**src/rtl/core/spectrum_amplitude_phase_assert.svh**
```systemverilog
// Assertion macros shared by the spectrum amplitude/phase RTL.
`ifndef SPECTRUM_AMPLITUDE_PHASE_ASSERT_SVH
`define SPECTRUM_AMPLITUDE_PHASE_ASSERT_SVH

// Same-cycle implication, checked out of reset.
`define SAP_ASSERT_IMPL(label, clk, rst_n, ante, cons, msg) \
    label: assert property (@(posedge clk) disable iff (!rst_n) (ante) |-> (cons)) \
        else $error(msg);

// Next-cycle implication, checked out of reset.
`define SAP_ASSERT_NEXT(label, clk, rst_n, ante, cons, msg) \
    label: assert property (@(posedge clk) disable iff (!rst_n) (ante) |=> (cons)) \
        else $error(msg);

`endif

```
**src/rtl/core/sap_pkg.sv**
```systemverilog
// Shared constants, types and the arctangent table for the amplitude/phase pipeline.
`timescale 1ns / 1ps

package sap_pkg;

    // Field widths
    localparam int SAMPLE_WIDTH = 24;
    localparam int PHASE_WIDTH  = 16;
    localparam int AMP_W        = 25;
    localparam logic [AMP_W-1:0] AMP_MAX = '1;

    // Stream bus widths, padded to whole bytes
    localparam int S_TDATA_W = ((2 * SAMPLE_WIDTH + 7) / 8) * 8;
    localparam int M_TDATA_W = ((AMP_W + PHASE_WIDTH + 7) / 8) * 8;

    // CORDIC datapath
    localparam int CORDIC_STEPS   = 32;
    localparam int ATAN_IDX_W     = $clog2(CORDIC_STEPS);
    localparam int PRESCALE_SHIFT = 28;
    localparam int ANGLE_W        = 32;
    localparam int X_W            = SAMPLE_WIDTH + PRESCALE_SHIFT + 3;
    localparam logic [ANGLE_W-1:0] ANGLE_PI    = ANGLE_W'(1) << (ANGLE_W - 1);
    localparam logic [ANGLE_W-1:0] ROUND_HALF  = ANGLE_W'(1) << (ANGLE_W - 1 - PHASE_WIDTH);

    // Square root datapath: one root bit per cell
    localparam int ROOT_W = SAMPLE_WIDTH + 1;
    localparam int RAD_W  = 2 * ROOT_W;
    localparam int REM_W  = ROOT_W + 3;
    localparam int SAT_W  = (ROOT_W > AMP_W) ? ROOT_W : AMP_W;

    // Chain length covers both the CORDIC and the root recurrences
    localparam int CHAIN_LEN = (CORDIC_STEPS > ROOT_W) ? CORDIC_STEPS : ROOT_W;
    localparam int IDX_W     = $clog2(CHAIN_LEN);

    // Arctangent of 2^-i in units of pi/2^31
    localparam logic [ANGLE_W-1:0] ATAN_TAB [0:CORDIC_STEPS-1] = '{
        32'h20000000, 32'h12E4051E, 32'h09FB385B, 32'h051111D4, 32'h028B0D43,
        32'h0145D7E1, 32'h00A2F61E, 32'h00517C55, 32'h0028BE53, 32'h00145F2F,
        32'h000A2F98, 32'h000517CC, 32'h00028BE6, 32'h000145F3, 32'h0000A2FA,
        32'h0000517D, 32'h000028BE, 32'h0000145F, 32'h00000A30, 32'h00000518,
        32'h0000028C, 32'h00000146, 32'h000000A3, 32'h00000051, 32'h00000029,
        32'h00000014, 32'h0000000A, 32'h00000005, 32'h00000003, 32'h00000001,
        32'h00000001, 32'h00000000
    };

    // One square-root recurrence: radicand bits still to consume, remainder, root so far
    typedef struct packed {
        logic [RAD_W-1:0]  rad;
        logic [REM_W-1:0]  rem;
        logic [ROOT_W-1:0] root;
    } sap_lane_t;

    // Everything one item carries along the chain
    typedef struct packed {
        logic                    zero;
        logic signed [X_W-1:0]   x;
        logic signed [X_W-1:0]   y;
        logic [ANGLE_W-1:0]      z;
        sap_lane_t               lane_a;
        sap_lane_t               lane_b;
    } sap_cell_t;

    function automatic logic [ANGLE_W-1:0] atan_lookup(input logic [IDX_W-1:0] idx);
        logic [ANGLE_W-1:0] angle;
        angle = '0;
        if (int'(idx) < CORDIC_STEPS) begin
            angle = ATAN_TAB[idx[ATAN_IDX_W-1:0]];
        end
        return angle;
    endfunction

endpackage

```
**src/rtl/core/sap_cell.sv**
```systemverilog
// One chain cell: a CORDIC vectoring step and a root bit for both radicands.
`timescale 1ns / 1ps
`include "spectrum_amplitude_phase_assert.svh"

module sap_cell (
    input  logic                         aclk,
    input  logic                         aresetn,
    input  logic                         en,
    input  logic [sap_pkg::IDX_W-1:0]    stage_idx,
    input  logic                         in_valid,
    input  sap_pkg::sap_cell_t           in_data,
    output logic                         out_valid,
    output sap_pkg::sap_cell_t           out_data
);

    import sap_pkg::*;

    logic signed [X_W-1:0] x_in, y_in, x_sh, y_sh;
    logic [ANGLE_W-1:0]    angle;
    sap_cell_t             data_next, data_reg;
    logic                  valid_reg;

    // Restoring square root: bring down two radicand bits, try root*4+1
    function automatic sap_lane_t sqrt_step(input sap_lane_t l);
        sap_lane_t          r;
        logic [REM_W-1:0]   trial_rem;
        logic [REM_W-1:0]   trial_sub;
        logic               fits;
        trial_rem = {l.rem[REM_W-3:0], l.rad[RAD_W-1 -: 2]};
        trial_sub = REM_W'({l.root, 2'b01});
        fits      = trial_rem >= trial_sub;
        r.rad     = l.rad << 2;
        r.rem     = fits ? (trial_rem - trial_sub) : trial_rem;
        r.root    = {l.root[ROOT_W-2:0], fits};
        return r;
    endfunction

    assign x_in  = in_data.x;
    assign y_in  = in_data.y;
    assign x_sh  = x_in >>> stage_idx;
    assign y_sh  = y_in >>> stage_idx;
    assign angle = atan_lookup(stage_idx);

    // Step logic; cells past the end of a recurrence pass its values on
    always_comb begin
        data_next = in_data;
        if (int'(stage_idx) < CORDIC_STEPS) begin
            if (!y_in[X_W-1]) begin
                data_next.x = x_in + y_sh;
                data_next.y = y_in - x_sh;
                data_next.z = in_data.z + angle;
            end else begin
                data_next.x = x_in - y_sh;
                data_next.y = y_in + x_sh;
                data_next.z = in_data.z - angle;
            end
        end
        if (int'(stage_idx) < ROOT_W) begin
            data_next.lane_a = sqrt_step(in_data.lane_a);
            data_next.lane_b = sqrt_step(in_data.lane_b);
        end
    end

    always_ff @(posedge aclk) begin
        if (!aresetn) begin
            valid_reg <= 1'b0;
        end else if (en) begin
            valid_reg <= in_valid;
        end
    end

    always_ff @(posedge aclk) begin
        if (en) begin
            data_reg <= data_next;
        end
    end

    assign out_valid = valid_reg;
    assign out_data  = data_reg;

    // Root remainder never exceeds twice the partial root
    `SAP_ASSERT_IMPL(a_rem_a_bound, aclk, aresetn, out_valid,
        out_data.lane_a.rem <= (REM_W'(out_data.lane_a.root) << 1), "lane a remainder too large")
    `SAP_ASSERT_IMPL(a_rem_b_bound, aclk, aresetn, out_valid,
        out_data.lane_b.rem <= (REM_W'(out_data.lane_b.root) << 1), "lane b remainder too large")
    // Requests move one cell per enabled cycle and freeze otherwise
    `SAP_ASSERT_NEXT(a_valid_moves, aclk, aresetn, en,
        out_valid == $past(in_valid), "cell valid did not follow its input")
    `SAP_ASSERT_NEXT(a_valid_holds, aclk, aresetn, !en,
        $stable(out_valid), "cell valid changed while stalled")

endmodule

```
**config.mk**
```make
export PLATFORM = sky130hd
export DESIGN_NAME = sap_cell
export DESIGN_NICKNAME = d
export VERILOG_FILES = /design/src/rtl/core/sap_pkg.sv /design/src/rtl/core/sap_cell.sv
export VERILOG_INCLUDE_DIRS = /design/src /design/src/rtl/core
export SDC_FILE = /design/constraint.sdc
export NUM_CORES = 2
export LEC_CHECK = 0
export BUFFER_PORTS_ARGS = -buffer_cell sky130_fd_sc_hd__buf_2
export CORE_MARGIN = 2
export CORE_UTILIZATION = 40
export CTS_CLUSTER_DIAMETER = 50
export DETAILED_ROUTE_END_ITERATION = 8
export MAX_ROUTING_LAYER = met4
export SETUP_SLACK_MARGIN = 0.05
export SLEW_MARGIN = 0
export SYNTH_ARGS = -nofsm -noshare
export SYNTH_HDL_FRONTEND = slang
export SYNTH_SLANG_ARGS = --single-unit
```
**constraint.sdc**
```tcl
create_clock -name aclk -period 27.6 [get_ports aclk]
set_input_delay 8.28 -clock aclk [delete_from_list [all_inputs] [get_ports aclk]]
set_output_delay 8.28 -clock aclk [all_outputs]
set_load 0.005 [all_outputs]
```
# [Yosys cells after proc, flatten, opt, wreduce, memory -nomap -nowiden]
# Memories as Yosys holds them, arrays and structs flattened.
# Index checks and enable logic that the tools add are counted.
[classes] n_addsub=8 n_lt_le_gt_ge=4 n_shift=2 muxes=6 bitwise=1
[op_table] operator="2-to-1 mux 206 bit" count=1
[op_table] operator="2-to-1 mux 142 bit" count=1
[op_table] operator="adder 55 bit" count=2
[op_table] operator=">>> shifter 55 x 5 -> 55 bit" count=2
[op_table] operator="subtractor 55 bit" count=2
[op_table] operator="2-to-1 mux 32 bit" count=2
[op_table] operator=">= comparator 28 x 27 -> 1 bit" count=2
[op_table] operator="2-to-1 mux 28 bit" count=2
[op_table] operator="subtractor 28 x 27 -> 28 bit" count=2
[op_table] operator="adder 32 bit" count=1
[op_table] operator="subtractor 32 bit" count=1
[op_table] operator=">= comparator 6 bit, second input constant" count=1
[op_table] operator="inverter 5 -> 6 bit" count=1
[op_table] operator="less-than comparator 5 bit, second input constant" count=1
[word_totals] reg_bits=350 mem_bits_ro=1024 inputBits=358 output_inout_bits=350 elab_cells=35 memories=1
[memory_table] name="(no name shown)" depth=32 width=32 read_ports=1 rd_clocked_by_memory_dff=0 write_ports=0 line_no="sap_pkg.sv:67" rtl="angle = ATAN_TAB[idx[ATAN_IDX_W-1:0]];"

# [Longest topological paths before layout]
[logic_depth] word_depth=6 mapped_depth=33

# [Worst setup path after synthesis]
# Ideal clock, no wire load.
[synth_timing] kind="input port to flip-flop" startpoint="in stage_idx[1] (netlist name)" endpoint="reg data_reg (netlist bit out_data[237]), data pin" setup_time_ns=0.259 t_arrival_ns=14.267 setup_slack_ns=13.074 path_stages=31 path_buffers=9 path_cell_list="buf_2 buf_2 inv_2 buf_2 buf_2 buf_2 clkbuf_1 buf_2 ha_1 clkbuf_1 nor2b_1 o21ai_0 a22oi_1 nand3_1 nor2_1 and3_1 a41o_1 buf_2 xor2_1 ha_1 a21o_1 a21oi_1 o21ai_0 a21oi_1 o21ai_0 a21oi_1 o31a_1 a2111oi_0 a2111oi_0 a21oi_1 xnor2_1"
[synth_rtl] item="start: declaration" line_no="sap_cell.sv:9" rtl="input logic [sap_pkg::IDX_W-1:0] stage_idx,"
[synth_rtl] item="end signal: assignment" line_no="sap_cell.sv:74" rtl="data_reg <= data_next;"
[synth_rtl] item="end: declaration" line_no="sap_cell.sv:20" rtl="sap_cell_t data_next, data_reg;"

==> results.ini <==
[run_status]
status=finished clean

[cts]
clk_pin_slew_ps=60
htreeDepth=2
cts_resized=0
hold_buffers=0
cts_tree=done
root_buffer=clkbuf_16
clk_latency_ps=610
numCtsBuffers=55
numClockSinks=350
post_cts_buffers=0
clockBufferDepth=3

[setup_path]
cp_cell_sequence=buf_4 -> buf_4 -> buf_4 -> or2_2 -> o22ai_1 -> a31oi_1 -> ha_1 -> and3_1 -> nand3_1 -> nor2_1 -> nor2_1 -> xor2_1 -> ha_1 -> nand4_1 -> nor2_1 -> a2111oi_0 -> o21ai_0 -> o211ai_1 -> o211ai_1 -> a31oi_1 -> o21bai_1 -> a221oi_1 -> o21ai_0 -> xor2_1
r2r_cells=2
cp_slowest_cell=or2_2
critical-path-max-stage-delay_ps=770
worst-path-buf-inv=3
r2r_start=out_valid$_SDFFE_PN0P_
endpoint=out_data[287]$_DFFE_PP_
worstSetupStartpointType=primary input
reg2reg_slack_ps=26980
critical_path.top_delay_family=compound AO/OA/AOI/OAI gates
crit_arrival_ps=16450
reg2reg_to=out_valid$_SDFFE_PN0P_
critical_path.max_fanout=67
required_ps=27950
endpoint_kind=flip-flop
startpoint=stage_idx[3]
cp.depth=24
critPathKind=in2reg

[yosys]
synth_edf_count=349
synth_nets=4599
synth_cells=4030
ys_types=106
ys.flop_type=edfxtp_1
synthSimpleGateAreaFrac_pct=17.07
async_reset_ff_share_pct=0
synth_area_sq_um=36050
synthXorXnorAreaFrac_pct=6.730
synth_seq_cells=350
synth_compound_area_share_pct=19.99
ys_seq_area_share_pct=29.13
avgSynthCellArea_sq_um=8.945
yosysWarnings=0
synth_fa_ha_area_share_pct=7.386
synth_top_family_by_area=compound AO/OA/AOI/OAI gates
synthMuxAreaShare_pct=15.22

[drt]
num_vias=35575
detail_route.drc_violations=0
first_pass_iters=8
wire_per_inst_um=25.61
routed_wl_um=149500
viasPerCell=6.092
final_antenna_net_count=0
drt_iter0_drc=4068

[pwr]
total_power_mw=2.483
peakVddDrop_uv=44.08
p_per_area_nw_per_um2=58.76
p_leak_nw=17.98

[sta]
final_max_slew_viol_count=0
clock_skew_ps=0
hold_viol=0
holdWs_ps=534.0
finalSetupTns_ps=0
max-slew-margin-rel_pct=21.25
finalCritPeriodShare_pct=58.36
fin_ws_ps=11490
fin_crit_ps=16110
rsz0062_at_grt=no
max_slew.worst_pin.slew_ps=1179
report.final.setup_viol=0
fmax_mhz=62.09

[placement]
place_worst_setup_slack_ps=11130
dp.final_hpwl_um=114500
gp_congestion=1.017
place_area_sq_um=40290
portBuffers=707
placedCellCount=5712

[layout]
final_common_cell=buf_2
design_area_sq_um=42250
stdcell_count=5840
areaGrowthSynthToFinish_pct=17.20
layout_common_cells=buf_2, nand2_1, edfxtp_1, nor2_1, a21oi_1
post-route-util_pct=47.15
drive_gt1_share_pct=24.41
nets=5162

[grt]
antenna_found_initial=39
overflow=0
grt_pass1_wl_um=218600
grt_usage_pct=31.80
grt_max_degree=140
grt_pass1_vias=33507

[run]
maxCapViolCount=0

[floorplanning]
fp.dieW_um=304.2
die_h_um=304.2
num_rows=110
core_region_area_sq_um=89600
io_pins=708
initial_core_util_pct=40.23
die_area_sq_um=92540

[hold_path]
hold_class=reg2reg

## cell type report
class / count / area, sq um
diodes: 26 / 65.06
fillers: 8755 / 47350
well taps: 1176 / 1471
multi-input cells: 3318 / 23980
inverters: 121 / 454.2
repair buffers: 747 / 3887
clock inverters: 41 / 480.5
flip-flops and latches: 350 / 10500
clock buffers: 61 / 1409
## Yosys cell counts (33+ instances only)
library cell | number | area share [%]
a211oi_1 | 33 | 0.69
a21o_1 | 99 | 2.1
a21oi_1 | 319 | 4.4
a31oi_1 | 61 | 1.1
and2_1 | 43 | 0.75
and3_1 | 35 | 0.61
buf_2 | 56 | 0.78
clkbuf_1 | 131 | 1.4
edfxtp_1 | 349 | 29
ha_1 | 208 | 7.2
inv_1 | 117 | 1.2
mux2_2 | 62 | 1.9
mux2i_1 | 128 | 3.6
mux4_2 | 153 | 9.6
nand2_1 | 610 | 6.4
nand2b_1 | 43 | 0.75
nand3_1 | 66 | 0.92
nor2_1 | 333 | 3.5
nor2b_1 | 38 | 0.66
nor3_1 | 71 | 0.99
o21a_1 | 40 | 0.83
o21ai_0 | 251 | 3.5
o22ai_1 | 44 | 0.76
xnor2_1 | 172 | 4.2
xor2_1 | 105 | 2.6
## how the worst min path moves through the flow
stage / startpoint / endpoint / slack, ps / cells after the start
5_1_grt: out_valid$_SDFFE_PN0P_ / out_valid$_SDFFE_PN0P_ / 570 / 2
2_1_floorplan: out_valid$_SDFFE_PN0P_ / out_valid$_SDFFE_PN0P_ / 510 / 2
3_5_place_dp: out_valid$_SDFFE_PN0P_ / out_valid$_SDFFE_PN0P_ / 520 / 2
3_3_place_gp: out_valid$_SDFFE_PN0P_ / out_valid$_SDFFE_PN0P_ / 490 / 2
6_report: out_valid$_SDFFE_PN0P_ / out_valid$_SDFFE_PN0P_ / 530 / 2
4_1_cts: out_valid$_SDFFE_PN0P_ / out_valid$_SDFFE_PN0P_ / 530 / 2
## kinds of logic (layout without fill, tap and decap cells)
kind of cell / after synthesis / after routing
fa+ha+maj: 211 / 211
simple gates: 1361 / 1361
compound gates: 1121 / 1121
xor+xnor: 277 / 277
buf+inv: 362 / 970
mux: 348 / 348
other cells: 0 / 26
flops: 350 / 350
## worst reg2reg max path: stages, from the launching register on
cell and delay [ps]:
dfxtp_1 310, mux2i_1 140, nor2b_1 60
## where the power goes
group          switching (mW)  total [mW]  leakage, nW  internal (mW)
registers              0.0228       0.740         3.42          0.717
clock network           0.286       0.718        0.917          0.432
logic                   0.616        1.02         13.6          0.408
## per-layer routing
metal	global-route usage (%)	vias to the layer above	share of wire, %
li1	-	16210	-
met1	37.86	16984	39
met2	51.59	1944	47
met3	7.319	437	9.4
met4	13.65	0	4.9
met5	-	-	0
## flip-flops by register name (all words and copies together) (netlist names)
register   count
out_data     349
out_valid      1
Note: power is estimated with default switching activity, not from simulation.
